File: config.mk
export PLATFORM = sky130hd
export DESIGN_NAME = http_body_deframer_flat
export DESIGN_NICKNAME = d
export VERILOG_FILES = /design/src/sv/hbd_pkg.sv /design/src/sv/hbd_in_if.sv /design/src/sv/hbd_out_if.sv /design/src/sv/hbd_front.sv /design/src/sv/hbd_queue.sv /design/src/sv/hbd_back.sv /design/src/sv/http_body_deframer.sv /design/src/flat_wrapper.sv
export SDC_FILE = /design/constraint.sdc
export NUM_CORES = 1
export LEC_CHECK = 0
export ABC_AREA = 0
export BUFFER_PORTS_ARGS = -buffer_cell sky130_fd_sc_hd__buf_2
export CELL_PAD_IN_SITES_DETAIL_PLACEMENT = 1
export CELL_PAD_IN_SITES_GLOBAL_PLACEMENT = 2
export CORE_ASPECT_RATIO = 0.75
export CORE_MARGIN = 10
export CORE_UTILIZATION = 40
export CTS_CLUSTER_SIZE = 30
export DETAILED_ROUTE_END_ITERATION = 16
export GPL_ROUTABILITY_DRIVEN = 0
export PLACE_DENSITY_LB_ADDON = 0.1
export SLEW_MARGIN = 20
export SYNTH_ARGS = -nofsm -noshare
export SYNTH_HDL_FRONTEND = slang
export SYNTH_SLANG_ARGS = --single-unit
File: constraint.sdc
create_clock -name clk_i -period 3.4 [get_ports clk_i]
set_input_delay 0.68 -clock clk_i [delete_from_list [all_inputs] [get_ports clk_i]]
set_output_delay 0.68 -clock clk_i [all_outputs]
set_load 0.005 [all_outputs]
File: src/sv/hbd_pkg.sv
// hbd_pkg: shared types and constants for the http body deframer
// no dependencies; imported by every module of the block
`default_nettype none

package hbd_pkg;

  localparam int LENGTH_BITS = 32;
  localparam int CFG_DATA_W  = 32;
  localparam int QUEUE_DEPTH = 2;

  localparam logic       CFG_FRAMING_MODE    = 1'b0;
  localparam logic       CFG_EXPECTED_LENGTH = 1'b1;
  localparam logic       ACT_DATA            = 1'b0;
  localparam logic       ACT_BEGIN           = 1'b1;
  localparam logic       MODE_FIXED          = 1'b0;
  localparam logic       MODE_CHUNKED        = 1'b1;
  localparam logic [7:0] CH_CR               = 8'h0d;
  localparam logic [7:0] CH_LF               = 8'h0a;
  localparam logic [7:0] CH_SPACE            = 8'h20;
  localparam logic [7:0] CH_TAB              = 8'h09;

  typedef enum logic [2:0] {
    PH_LEAD    = 3'd0,
    PH_DIGITS  = 3'd1,
    PH_SIZE_LF = 3'd2,
    PH_DATA    = 3'd3,
    PH_TAIL_CR = 3'd4,
    PH_TAIL_LF = 3'd5,
    PH_DONE    = 3'd6,
    PH_ERROR   = 3'd7
  } phase_e;

  typedef enum logic [1:0] {
    ST_BUSY     = 2'd0,
    ST_COMPLETE = 2'd1,
    ST_ERROR    = 2'd2
  } status_e;

  // classified input item as it travels from front to back
  typedef struct packed {
    logic       action;
    logic [7:0] data_byte;
    logic       is_hex;
    logic [3:0] hex_val;
    logic       is_blank;
    logic       is_cr;
    logic       is_lf;
  } item_t;

  typedef struct packed {
    logic       body_valid;
    logic [7:0] body_byte;
    logic       body_last;
    logic [1:0] status;
  } result_t;

endpackage

`default_nettype wire

File: src/sv/hbd_in_if.sv
// hbd_in_if: valid/ready channel carrying one input item of the deframer
// no dependencies
`default_nettype none

interface hbd_in_if;
  logic       valid;
  logic       ready;
  logic       action;
  logic [7:0] data_byte;

  modport source (output valid, output action, output data_byte, input ready);
  modport sink (input valid, input action, input data_byte, output ready);
endinterface

`default_nettype wire

File: src/sv/hbd_out_if.sv
// hbd_out_if: valid/ready channel carrying one result item of the deframer
// no dependencies
`default_nettype none

interface hbd_out_if;
  logic       valid;
  logic       ready;
  logic       body_valid;
  logic [7:0] body_byte;
  logic       body_last;
  logic [1:0] status;

  modport source (output valid, output body_valid, output body_byte, output body_last,
                  output status, input ready);
  modport sink (input valid, input body_valid, input body_byte, input body_last,
                input status, output ready);
endinterface

`default_nettype wire

File: src/sv/hbd_front.sv
// hbd_front: accepts input items and classifies each byte for the back end
// depends on hbd_pkg and hbd_in_if
`default_nettype none

module hbd_front
  import hbd_pkg::*;
(
  hbd_in_if.sink in_i,
  input  wire    queue_full_i,
  output logic   push_o,
  output item_t  item_o
);

  logic [7:0] c;

  assign c          = in_i.data_byte;
  assign in_i.ready = !queue_full_i;
  assign push_o     = in_i.valid && !queue_full_i;

  always_comb begin
    item_o           = '0;
    item_o.action    = in_i.action;
    item_o.data_byte = c;
    item_o.is_blank  = (c == CH_SPACE) || (c == CH_TAB);
    item_o.is_cr     = (c == CH_CR);
    item_o.is_lf     = (c == CH_LF);
    if (c >= 8'h30 && c <= 8'h39) begin
      item_o.is_hex  = 1'b1;
      item_o.hex_val = c[3:0];
    end else if ((c >= 8'h61 && c <= 8'h66) || (c >= 8'h41 && c <= 8'h46)) begin
      item_o.is_hex  = 1'b1;
      item_o.hex_val = c[3:0] + 4'd9;
    end
  end

endmodule

`default_nettype wire

File: src/sv/hbd_queue.sv
// hbd_queue: short fifo of classified items between front and back
// depends on hbd_pkg
`default_nettype none

module hbd_queue
  import hbd_pkg::*;
(
  input  wire   clk_i,
  input  wire   rst_ni,
  input  wire   push_i,
  input  item_t item_i,
  output logic  full_o,
  input  wire   pop_i,
  output item_t item_o,
  output logic  empty_o
);

  localparam int PtrW = (QUEUE_DEPTH > 1) ? $clog2(QUEUE_DEPTH) : 1;
  localparam int CntW = $clog2(QUEUE_DEPTH + 1);

  item_t            slot_q [QUEUE_DEPTH];
  logic [PtrW-1:0]  wr_q, wr_d, rd_q, rd_d;
  logic [CntW-1:0]  cnt_q, cnt_d;
  logic             do_push, do_pop;

  assign full_o  = (cnt_q == CntW'(QUEUE_DEPTH));
  assign empty_o = (cnt_q == '0);
  assign do_push = push_i && !full_o;
  assign do_pop  = pop_i && !empty_o;
  assign item_o  = slot_q[rd_q];

  always_comb begin
    wr_d  = wr_q;
    rd_d  = rd_q;
    cnt_d = cnt_q;
    if (do_push) begin
      wr_d = (wr_q == PtrW'(QUEUE_DEPTH - 1)) ? '0 : wr_q + 1'b1;
    end
    if (do_pop) begin
      rd_d = (rd_q == PtrW'(QUEUE_DEPTH - 1)) ? '0 : rd_q + 1'b1;
    end
    if (do_push && !do_pop) begin
      cnt_d = cnt_q + 1'b1;
    end else if (do_pop && !do_push) begin
      cnt_d = cnt_q - 1'b1;
    end
  end

  always_ff @(posedge clk_i or negedge rst_ni) begin
    if (!rst_ni) begin
      wr_q  <= '0;
      rd_q  <= '0;
      cnt_q <= '0;
    end else begin
      wr_q  <= wr_d;
      rd_q  <= rd_d;
      cnt_q <= cnt_d;
    end
  end

  always_ff @(posedge clk_i) begin
    if (do_push) begin
      slot_q[wr_q] <= item_i;
    end
  end

endmodule

`default_nettype wire

File: src/sv/hbd_back.sv
// hbd_back: framing state machine, configuration registers and output register
// depends on hbd_pkg and hbd_out_if
`default_nettype none

module hbd_back
  import hbd_pkg::*;
(
  input  wire                  clk_i,
  input  wire                  rst_ni,
  input  wire                  cfg_we_i,
  input  wire                  cfg_index_i,
  input  wire [CFG_DATA_W-1:0] cfg_data_i,
  input  wire                  empty_i,
  input  item_t                item_i,
  output logic                 pop_o,
  hbd_out_if.source            out_o
);

  localparam int LB = LENGTH_BITS;

  logic              mode_q;
  logic [31:0]       exp_len_q;
  phase_e            phase_q, phase_d;
  logic [LB-1:0]     size_q, size_d;
  logic              saw_q, saw_d;
  logic [LB-1:0]     left_q, left_d;
  logic              final_q, final_d;
  logic [LB-1:0]     count_q, count_d;
  logic [LB-1:0]     limit;
  logic [LB-1:0]     count_inc;
  logic              res_valid, res_last;
  result_t           res_q, res_d;
  logic              out_valid_q;
  logic              take;

  assign limit     = LB'(exp_len_q);
  assign count_inc = count_q + 1'b1;
  assign take      = !empty_i && (!out_valid_q || out_o.ready);
  assign pop_o     = take;

  // next state
  always_comb begin
    phase_d = phase_q;
    size_d  = size_q;
    saw_d   = saw_q;
    left_d  = left_q;
    final_d = final_q;
    count_d = count_q;
    if (item_i.action == ACT_BEGIN) begin
      size_d  = '0;
      saw_d   = 1'b0;
      left_d  = '0;
      final_d = 1'b0;
      count_d = '0;
      phase_d = (mode_q == MODE_FIXED && limit == '0) ? PH_DONE : PH_LEAD;
    end else if (mode_q == MODE_FIXED) begin
      if (phase_q != PH_ERROR) begin
        if (phase_q == PH_DONE || count_q >= limit) begin
          phase_d = PH_ERROR;
        end else begin
          count_d = count_inc;
          if (count_inc == limit) begin
            phase_d = PH_DONE;
          end
        end
      end
    end else begin
      case (phase_q)
        PH_LEAD, PH_DIGITS: begin
          if (item_i.is_hex) begin
            if (size_q[LB-1 -: 4] != 4'd0) begin
              phase_d = PH_ERROR;
            end else begin
              size_d  = {size_q[LB-5:0], item_i.hex_val};
              saw_d   = 1'b1;
              phase_d = PH_DIGITS;
            end
          end else if (phase_q == PH_LEAD && item_i.is_blank) begin
            phase_d = PH_LEAD;
          end else if (item_i.is_cr && saw_q) begin
            phase_d = PH_SIZE_LF;
          end else begin
            phase_d = PH_ERROR;
          end
        end
        PH_SIZE_LF: begin
          if (!item_i.is_lf) begin
            phase_d = PH_ERROR;
          end else begin
            if (size_q == '0) begin
              final_d = 1'b1;
              phase_d = PH_TAIL_CR;
            end else begin
              left_d  = size_q;
              phase_d = PH_DATA;
            end
            size_d = '0;
            saw_d  = 1'b0;
          end
        end
        PH_DATA: begin
          if (left_q == '0) begin
            phase_d = item_i.is_cr ? PH_TAIL_LF : PH_ERROR;
          end else begin
            left_d  = left_q - 1'b1;
            count_d = count_inc;
            if (left_q == LB'(1)) begin
              phase_d = PH_TAIL_CR;
            end
          end
        end
        PH_TAIL_CR: phase_d = item_i.is_cr ? PH_TAIL_LF : PH_ERROR;
        PH_TAIL_LF: begin
          if (!item_i.is_lf) begin
            phase_d = PH_ERROR;
          end else begin
            phase_d = final_q ? PH_DONE : PH_LEAD;
          end
        end
        default: phase_d = PH_ERROR;
      endcase
    end
  end

  // result of the item in flight
  always_comb begin
    res_valid = 1'b0;
    res_last  = 1'b0;
    if (item_i.action == ACT_DATA) begin
      if (mode_q == MODE_FIXED) begin
        if (phase_q != PH_ERROR && phase_q != PH_DONE && count_q < limit) begin
          res_valid = 1'b1;
          res_last  = (count_inc == limit);
        end
      end else begin
        case (phase_q)
          PH_DATA:    res_valid = (left_q != '0);
          PH_TAIL_LF: res_last  = item_i.is_lf && final_q;
          default:    res_valid = 1'b0;
        endcase
      end
    end
    res_d            = '0;
    res_d.body_valid = res_valid;
    res_d.body_byte  = res_valid ? item_i.data_byte : 8'd0;
    res_d.body_last  = res_last;
    case (phase_d)
      PH_ERROR: res_d.status = ST_ERROR;
      PH_DONE:  res_d.status = ST_COMPLETE;
      default:  res_d.status = ST_BUSY;
    endcase
  end

  always_ff @(posedge clk_i or negedge rst_ni) begin
    if (!rst_ni) begin
      mode_q      <= MODE_FIXED;
      exp_len_q   <= '0;
      phase_q     <= PH_LEAD;
      size_q      <= '0;
      saw_q       <= 1'b0;
      left_q      <= '0;
      final_q     <= 1'b0;
      count_q     <= '0;
      out_valid_q <= 1'b0;
    end else begin
      if (cfg_we_i) begin
        if (cfg_index_i == CFG_FRAMING_MODE) begin
          mode_q <= cfg_data_i[0];
        end else begin
          exp_len_q <= cfg_data_i[31:0];
        end
      end
      if (take) begin
        phase_q <= phase_d;
        size_q  <= size_d;
        saw_q   <= saw_d;
        left_q  <= left_d;
        final_q <= final_d;
        count_q <= count_d;
      end
      if (take) begin
        out_valid_q <= 1'b1;
      end else if (out_o.ready) begin
        out_valid_q <= 1'b0;
      end
    end
  end

  always_ff @(posedge clk_i) begin
    if (take) begin
      res_q <= res_d;
    end
  end

  assign out_o.valid      = out_valid_q;
  assign out_o.body_valid = res_q.body_valid;
  assign out_o.body_byte  = res_q.body_byte;
  assign out_o.body_last  = res_q.body_last;
  assign out_o.status     = res_q.status;

endmodule

`default_nettype wire

File: src/sv/http_body_deframer.sv
// http_body_deframer: top level; front classifier, item queue and framing back end
// depends on hbd_pkg, hbd_in_if, hbd_out_if, hbd_front, hbd_queue, hbd_back
`default_nettype none

// Recovers the payload of an http request body, one byte per item, in fixed
// content-length mode or in chunked transfer mode, and returns one result item
// per input item with the payload byte, an end-of-body flag and a sticky
// status. A begin item clears the framing state. Throughput is one item per
// clock unless the output stalls; each item is held in the queue and then in the
// output register. The front classifies each byte and writes it into a two-entry
// queue; the back pops one item per cycle whenever its output register is free or
// being taken. Configuration may only be written while no item is in flight.

module http_body_deframer
  import hbd_pkg::*;
(
  input  wire                  clk_i,
  input  wire                  rst_ni,
  input  wire                  cfg_we_i,
  input  wire                  cfg_index_i,
  input  wire [CFG_DATA_W-1:0] cfg_data_i,
  hbd_in_if.sink               in_i,
  hbd_out_if.source            out_o
);

  logic  push, pop, full, empty;
  item_t front_item, back_item;

  hbd_front u_front (
    .in_i         (in_i),
    .queue_full_i (full),
    .push_o       (push),
    .item_o       (front_item)
  );

  hbd_queue u_queue (
    .clk_i   (clk_i),
    .rst_ni  (rst_ni),
    .push_i  (push),
    .item_i  (front_item),
    .full_o  (full),
    .pop_i   (pop),
    .item_o  (back_item),
    .empty_o (empty)
  );

  hbd_back u_back (
    .clk_i       (clk_i),
    .rst_ni      (rst_ni),
    .cfg_we_i    (cfg_we_i),
    .cfg_index_i (cfg_index_i),
    .cfg_data_i  (cfg_data_i),
    .empty_i     (empty),
    .item_i      (back_item),
    .pop_o       (pop),
    .out_o       (out_o)
  );

endmodule

`default_nettype wire

File: src/flat_wrapper.sv
// flat-port wrapper written by rule: the top's interface ports become plain ports
module http_body_deframer_flat import hbd_pkg::*;
  (clk_i, rst_ni, cfg_we_i, cfg_index_i, cfg_data_i, in_i_valid, in_i_action, in_i_data_byte, in_i_ready, out_o_valid, out_o_body_valid, out_o_body_byte, out_o_body_last, out_o_status, out_o_ready);
  hbd_in_if in_i_i ();
  hbd_out_if out_o_i ();
  input  wire clk_i;
  input  wire rst_ni;
  input  wire cfg_we_i;
  input  wire cfg_index_i;
  input  wire [CFG_DATA_W-1:0] cfg_data_i;
  input wire logic [$bits(in_i_i.valid)-1:0] in_i_valid;
  input wire logic [$bits(in_i_i.action)-1:0] in_i_action;
  input wire logic [$bits(in_i_i.data_byte)-1:0] in_i_data_byte;
  output wire logic [$bits(in_i_i.ready)-1:0] in_i_ready;
  output wire logic [$bits(out_o_i.valid)-1:0] out_o_valid;
  output wire logic [$bits(out_o_i.body_valid)-1:0] out_o_body_valid;
  output wire logic [$bits(out_o_i.body_byte)-1:0] out_o_body_byte;
  output wire logic [$bits(out_o_i.body_last)-1:0] out_o_body_last;
  output wire logic [$bits(out_o_i.status)-1:0] out_o_status;
  input wire logic [$bits(out_o_i.ready)-1:0] out_o_ready;
  assign in_i_i.valid = in_i_valid;
  assign in_i_i.action = in_i_action;
  assign in_i_i.data_byte = in_i_data_byte;
  assign in_i_ready = in_i_i.ready;
  assign out_o_valid = out_o_i.valid;
  assign out_o_body_valid = out_o_i.body_valid;
  assign out_o_body_byte = out_o_i.body_byte;
  assign out_o_body_last = out_o_i.body_last;
  assign out_o_status = out_o_i.status;
  assign out_o_i.ready = out_o_ready;
  http_body_deframer u_core (.clk_i(clk_i), .rst_ni(rst_ni), .cfg_we_i(cfg_we_i), .cfg_index_i(cfg_index_i), .cfg_data_i(cfg_data_i), .in_i(in_i_i), .out_o(out_o_i));
endmodule
### Yosys cells after proc, flatten, opt, wreduce, memory -nomap -nowiden

Memories as Yosys holds them, arrays and structs flattened.
Cells that the tools add are included.
W data, S select, Z words.

| cells by class | value |
|---|---|
| bitwise logic cells | 2 |
| magnitude comparators | 8 |
| $add $sub $neg | 7 |
| reductions and logical operators | 47 |
| muxes and demuxes | 65 |
| equality and inequality tests | 25 |

Operators by type and width:

| cell | count |
|---|---|
| $mux W32 | 16 |
| $pmux W32 S2 | 2 |
| $logic_not A32 Y1 | 3 |
| $mux W3 | 16 |
| $add A32 B1 Y32 const B | 1 |
| $eq A32 B1 Y1 const B | 1 |
| $eq A32 B32 Y1 | 1 |
| $ge A32 B32 Y1 | 1 |
| $lt A32 B32 Y1 | 1 |
| $reduce_bool A32 Y1 | 1 |
| $sub A32 B1 Y32 const B | 1 |
| $eq A8 B4 Y1 const B | 3 |
| $ne A3 B3 Y1 const B | 8 |
| $mux W1 | 23 |
| $ge A8 B7 Y1 const B | 2 |
| $le A8 B7 Y1 const B | 2 |
| $eq A3 B3 Y1 const B | 5 |
| $logic_and A1 B1 Y1 | 15 |
| $pmux W3 S5 | 1 |
| $reduce_and A6 Y1 | 2 |
| $reduce_bool A2 Y1 | 6 |
| $mux W5 | 2 |
| $reduce_and A5 Y1 | 2 |
| $reduce_bool A3 Y1 | 3 |
| other kinds (22) | 36 |

| storage, ports and cells | value |
|---|---|
| memories | 1 |
| input port bits | 47 |
| memory bits (writable) | 34 |
| word-level logic and storage cells | 171 |
| flip-flop bits (word level) | 151 |
| output and inout bits | 14 |

Memory list:

| name | depth | bits a word | rd ports | clocked after memory_dff | write ports | RTL line | text |
|---|---|---|---|---|---|---|---|
| u_core.u_queue.slot_q | 2 | 17 | 1 | 0 | 1 | hbd_queue.sv:21 | `item_t slot_q [QUEUE_DEPTH];` |

### Depth between registers and ports, before layout

An unclocked memory read counts as a cell.

| depth | value |
|---|---|
| depth in word-level cells | 10 |
| depth in mapped cells | 12 |
| mapped depth without buffers | 10 |

### Modules after synthesis

A second synthesis with hierarchy kept.

| second synthesis, totals | value |
|---|---|
| cell total of the unflattened synthesis | 1109 |
| area total of the unflattened synthesis | 10976.8 µm² |

By module, submodules not included:

| module | times used | cells an instance | area each (µm²) | seq. area each (µm²) |
|---|---|---|---|---|
| hbd_back | 1 | 992 | 9167.5 | 3738.6 |
| hbd_queue | 1 | 72 | 1473.9 | 1121.1 |
| hbd_front | 1 | 45 | 335.3 | 0.0 |

### Least setup slack after synthesis

OpenSTA, ideal clock, no wires.

| timing | value |
|---|---|
| kind | register -> register |
| from | register u_core.u_back.exp_len_q[13] |
| to | register u_core.u_back.count_q[7] |
| clock period less this slack | 2.971 ns |
| arrival | 2.860 ns |
| library setup time | 0.111 ns |
| stages on the path, launching flop included | 13 |
| required time | 3.289 ns |
| buffers on the path | 2 |
| path slack | 0.429 ns |
| cell sequence | dfrtp_1 -> inv_1 -> ha_1 -> a21o_1 -> a21o_1 -> a22oi_1 -> o2111ai_1 -> a221oi_1 -> a211oi_1 -> or3_1 -> clkbuf_1 -> buf_2 -> o41ai_1 |

| on the way | value |
|---|---|
| cells in the longest elaborated chain, start to end | 4 |

Ends and longest elaborated chain:

| item | RTL line | text |
|---|---|---|
| start: declaration | hbd_back.sv:22 | `logic [31:0] exp_len_q;` |
| start signal: assignment | hbd_back.sv:170 | `exp_len_q <= cfg_data_i[31:0];` |
| $ge A32 B32 Y1 | hbd_back.sv:58 | `if (phase_q == PH_DONE \|\| count_q >= limit) begin` |
| $logic_or A1 B1 Y1 | hbd_back.sv:58 |  |
| $ne A3 B3 Y1 (no source line) | - |  |
| $reduce_and A5 Y1 (no source line) | - |  |
| end signal: assignment | hbd_back.sv:179 | `count_q <= count_d;` |
| end: declaration | hbd_back.sv:28 | `logic [LB-1:0] count_q, count_d;` |

Every way passes these cells.
A chain may end at the register's enable or synchronous reset.

### Final worst setup path

| timing | value |
|---|---|
| from | register u_core.u_back.count_q[4] |
| to | register u_core.u_back.res_q, in the netlist u_core.u_back.out_o.body_last (data pin) |

| on the way | value |
|---|---|
| cells in the longest elaborated chain, start to end | 4 |
| elaborated cells on any way between the ends | 6 |
| those cells by class | add/sub: 1; order compare: 1; eq/ne: 1; mux: 2; reduce/logical: 1 |

Ends and longest elaborated chain:

| item | RTL line | text |
|---|---|---|
| $add A32 B1 Y32 / $lt A32 B32 Y1 (equally long branches) | hbd_back.sv:37, hbd_back.sv:131 |  |
| $eq A32 B32 Y1 / $logic_and A1 B1 Y1 (equally long branches) | hbd_back.sv:133, hbd_back.sv:131 |  |
| $mux W1 * | hbd_back.sv:131 | `if (phase_q != PH_ERROR && phase_q != PH_DONE && count_q < limit) begin` |
| $mux W1 * | hbd_back.sv:130 | `if (mode_q == MODE_FIXED) begin` |
| end signal: assignment | hbd_back.sv:191 | `res_q <= res_d;` |
| end: declaration | hbd_back.sv:32 | `result_t res_q, res_d;` |

Every way passes the cells marked *; elsewhere a longest branch is shown, timed or not.

==> flow_summary.toml <==
[status]
run_status = "finished, final reports clean"

[worst_setup_path]
critPathCaptureType = "flip-flop"
critPathMaxFanout = 11
critical_path.top_delay_family = "simple AND/OR/NAND/NOR gates"
cpMaxStageDelayCell = "sky130_fd_sc_hd__or4_4"
type_of_the_worst_setup_path = "flip-flop to flip-flop"
regToRegSetupSlack_ns = 0.05
r2r.worst_path.cells = 9
crit_path_frequent_cell = "sky130_fd_sc_hd__or4_4"
critical_path.reg2reg.startpoint = "u_core.u_back.count_q[4]"
reg_to_reg_critical_path_endpoint = "u_core.u_back.out_o.body_last"
critPathArrivalTime_ns = 3.65
cp_cell_sequence = "buf_4, nand4_1, or4_4, nor4_4, xnor2_1, a2111o_1, or4_4, nor3_1, o21a_1"
cp.required_ns = 3.70
cp.buffers_inverters = 1
cpPeakStageDelay_ns = 0.57
startpoint_type = "flip-flop"

[clock_tree]
cts_root_buffer = "sky130_fd_sc_hd__clkbuf_16"
cts.htree.levels = 4
ctsLongestPathBuffers = 2
clock-sinks = 185
cts-hold-fix-buffers = 0
clock_insertion_delay_worst_skew_ns = 0.46
clk_pin_slew_worst_paths_ns = 0.09
cts_tree = "yes"
cts_inserted_buffers = 17

[synth]
post_synth_inst_count = 1140
synth.avg_cell_area_sq_um = 9.53
synth.yosys.seq_area_share_pct = 44.7
post_synthesis_net_count = 1229
synth.ff_latch_count = 185
synth_warnings = 0
ys_dominant_reg_cell = "sky130_fd_sc_hd__dfrtp_1"
syn-cell-area_sq_um = 10900
async_flop_share_pct = 75.1
yosysUniqueCellTypes = 73
synth-edff-count = 46

[routing]
drc = 0
detail_route.wl_per_cell_um = 22.5
ant_nets = 0
dr_total_vias = 9697
drt_iter0_markers = 789
detailedRoute.firstPassIterationCount = 5
post_drt_via_cell_ratio = 5.91
detail_route.wirelength_um = 36900

[final_layout]
ff_latch_area_sq_um = 4860
multi_input_comb_area_sq_um = 5660
finish.net_count = 1366
diodes = 0
finalNonFillerCells = 1641
synthToLayoutAreaGrowth_pct = 20.2
layout.cells.most_common = "sky130_fd_sc_hd__dfrtp_1"
fillers = 3062
drive_above_1_share_pct = 23.0
fin_util_pct = 48.6
most-common-layout-cells = "sky130_fd_sc_hd__dfrtp_1 (139), sky130_fd_sc_hd__buf_4 (120), sky130_fd_sc_hd__nor2_1 (98)"

[floorplan]
coreArea_sq_um = 26900
initial_core_utilization_pct = 40.4
die_area_sq_um = 34200
io_pins = 61
std_cell_rows = 52
x_dimension_of_the_die_um = 210
die_h_um = 163

[placement]
port_buffers = 60
dp.cells = 1608
place_worst_setup_slack_ns = -0.0320
place_hpwl_um = 26800

[global_routing]
number_of_global_route_vias_before_repair = 9761
overflow = 0
pin_count_of_the_biggest_net_entering_global_routing = 73
grt_util_all_layers_pct = 21.9
grt_pass1_wl_um = 58700
grt_antenna_before_repair = 0

[sta]
min_period_ns = 3.35
final_max_slew_viol_count = 0
tightest_slew_ns = 0.826
setup_tns_ns = 0
worst_slack_ns = 0.0467
report.final.setup_viol = 0
hold-worst-slack_ns = 0.239
rsz0062_at_grt = "yes"
period_share_pct = 98.6
timing.final.hold_violations = 0
maxSlewHeadroom_pct = 44.9
maximum_achievable_frequency_mhz = 298
final.setup_skew_ns = 0.0229

[worst_hold_path]
hp-class = "input pin to async pin"

[run]
cap_viol_max_count = 0

[power_and_ir_drop]
p_leak_nw = 5.71
worst_ir_drop_on_vdd_v = 0.000423
power_density_nw_per_um2 = 672
## final cells by class
class	count	area share, %
timing repair buffer	183	9.70
clock buffer	18	3.36
clock inverter	14	1.33
inverter	58	1.67
sequential	185	37.2
multi-input combinational	832	43.4
tap	351	3.36
## sequential cells by signal (all words and copies together), names as in the netlist, 2 cells and up
name	flops
u_core.u_queue.slot_q	34
u_core.u_back.count_q	32
u_core.u_back.exp_len_q	32
u_core.u_back.left_q	32
u_core.u_back.size_q	32
u_core.u_back.out_o.body_byte	8
u_core.u_back.phase_q	3
u_core.u_back.out_o.status	2
u_core.u_queue.cnt_q	2
## routing by layer
| metal | GRT usage, % | wire (um) | part of all wire [%] |
|---|---|---|---|
| met5 | 0 | 0 | 0 |
| met4 | 3.65 | 232 | 0.63 |
| met3 | 4.04 | 2060 | 5.6 |
| met2 | 30.1 | 15100 | 41 |
| met1 | 34.6 | 19500 | 53 |
## worst max-delay path by stage
stage,from,to,slack [ns],cells after the start
after floorplan,u_core.u_back.exp_len_q[13],u_core.u_back.count_q[7],0.43,12
after global placement,u_core.u_back.exp_len_q[13],u_core.u_back.count_q[8],-0.007,14
after detailed placement,u_core.u_back.exp_len_q[13],u_core.u_back.count_q[7],-0.03,14
after CTS,u_core.u_back.count_q[4],u_core.u_back.out_o.body_last,0.008,11
after global routing,u_core.u_back.count_q[4],u_core.u_back.out_o.body_last,-0.12,9
final,u_core.u_back.count_q[4],u_core.u_back.out_o.body_last,0.05,9
## stage by stage
step / instance area [sq um] / power [mW]
floorplan: 10900 / 5.17
global placement: 12300 / 6.59
detailed placement: 12300 / 6.65
CTS: 13000 / 8.82
global route: 13100 / 9.37
finish: 13100 / 8.78
## worst register-to-register path, stage by stage (launching register included)
cell and delay (ns):
sky130_fd_sc_hd__dfrtp_1 0.38, sky130_fd_sc_hd__buf_4 0.20, sky130_fd_sc_hd__nand4_1 0.22, sky130_fd_sc_hd__or4_4 0.57, sky130_fd_sc_hd__nor4_4 0.37, sky130_fd_sc_hd__xnor2_1 0.10
sky130_fd_sc_hd__a2111o_1 0.41, sky130_fd_sc_hd__or4_4 0.51, sky130_fd_sc_hd__nor3_1 0.25, sky130_fd_sc_hd__o21a_1 0.19
## cell usage after synthesis, drive strengths merged, types with 12 or more instances
| master | count | area (sq um) |
|---|---|---|
| dfrtp | 139 | 3480 |
| nor2 | 98 | 368 |
| o21ai | 90 | 450 |
| a21oi | 71 | 355 |
| nand2 | 59 | 221 |
| inv | 58 | 218 |
| clkbuf | 52 | 195 |
| edfxtp | 46 | 1380 |
| nor3 | 44 | 230 |
| ha | 42 | 526 |
| o31ai | 40 | 300 |
| mux2 | 38 | 428 |
| nor4 | 38 | 259 |
| a22o | 33 | 289 |
| nand3 | 27 | 135 |
| nand4 | 26 | 184 |
| xnor2 | 21 | 184 |
| mux2i | 17 | 170 |
| xor2 | 16 | 140 |
| a31oi | 15 | 93.8 |
| buf | 13 | 62.6 |
| o22ai | 13 | 81.3 |
| and3 | 12 | 75.1 |
| nand2b | 12 | 75.1 |
## power by group
part | internal (mW) | total [mW] | leakage (nW) | switching [mW]
Combinational | 1.36 | 3.62 | 3.13 | 2.26
Sequential | 2.70 | 3.04 | 2.28 | 0.339
Clock | 1.08 | 2.12 | 0.302 | 1.04
Total | 5.14 | 8.78 | 5.71 | 3.64
## logic make-up (layout without fill, tap and decap cells)
logic type / after synthesis / count (layout) / share of synthesized area, %
AND/OR/NAND/NOR: 358 / 358 / 17.1
AO/OA/AOI/OAI: 340 / 340 / 20.4
flip-flops: 185 / 185 / 44.7
buffers and inverters: 123 / 273 / 4.38
multiplexers: 55 / 55 / 5.50
adder cells (fa/ha/maj): 42 / 42 / 4.84
XOR/XNOR: 37 / 37 / 2.98
## timing repair
| action | 4_1_cts | 5_1_grt |
|---|---|---|
| resized for setup | 3 | 15 |
| pin swaps | 0 | 1 |
| setup endpoints to repair | 4 | 13 |
| setup buffers | 0 | 1 |
Power figures use the tool's default switching activity.
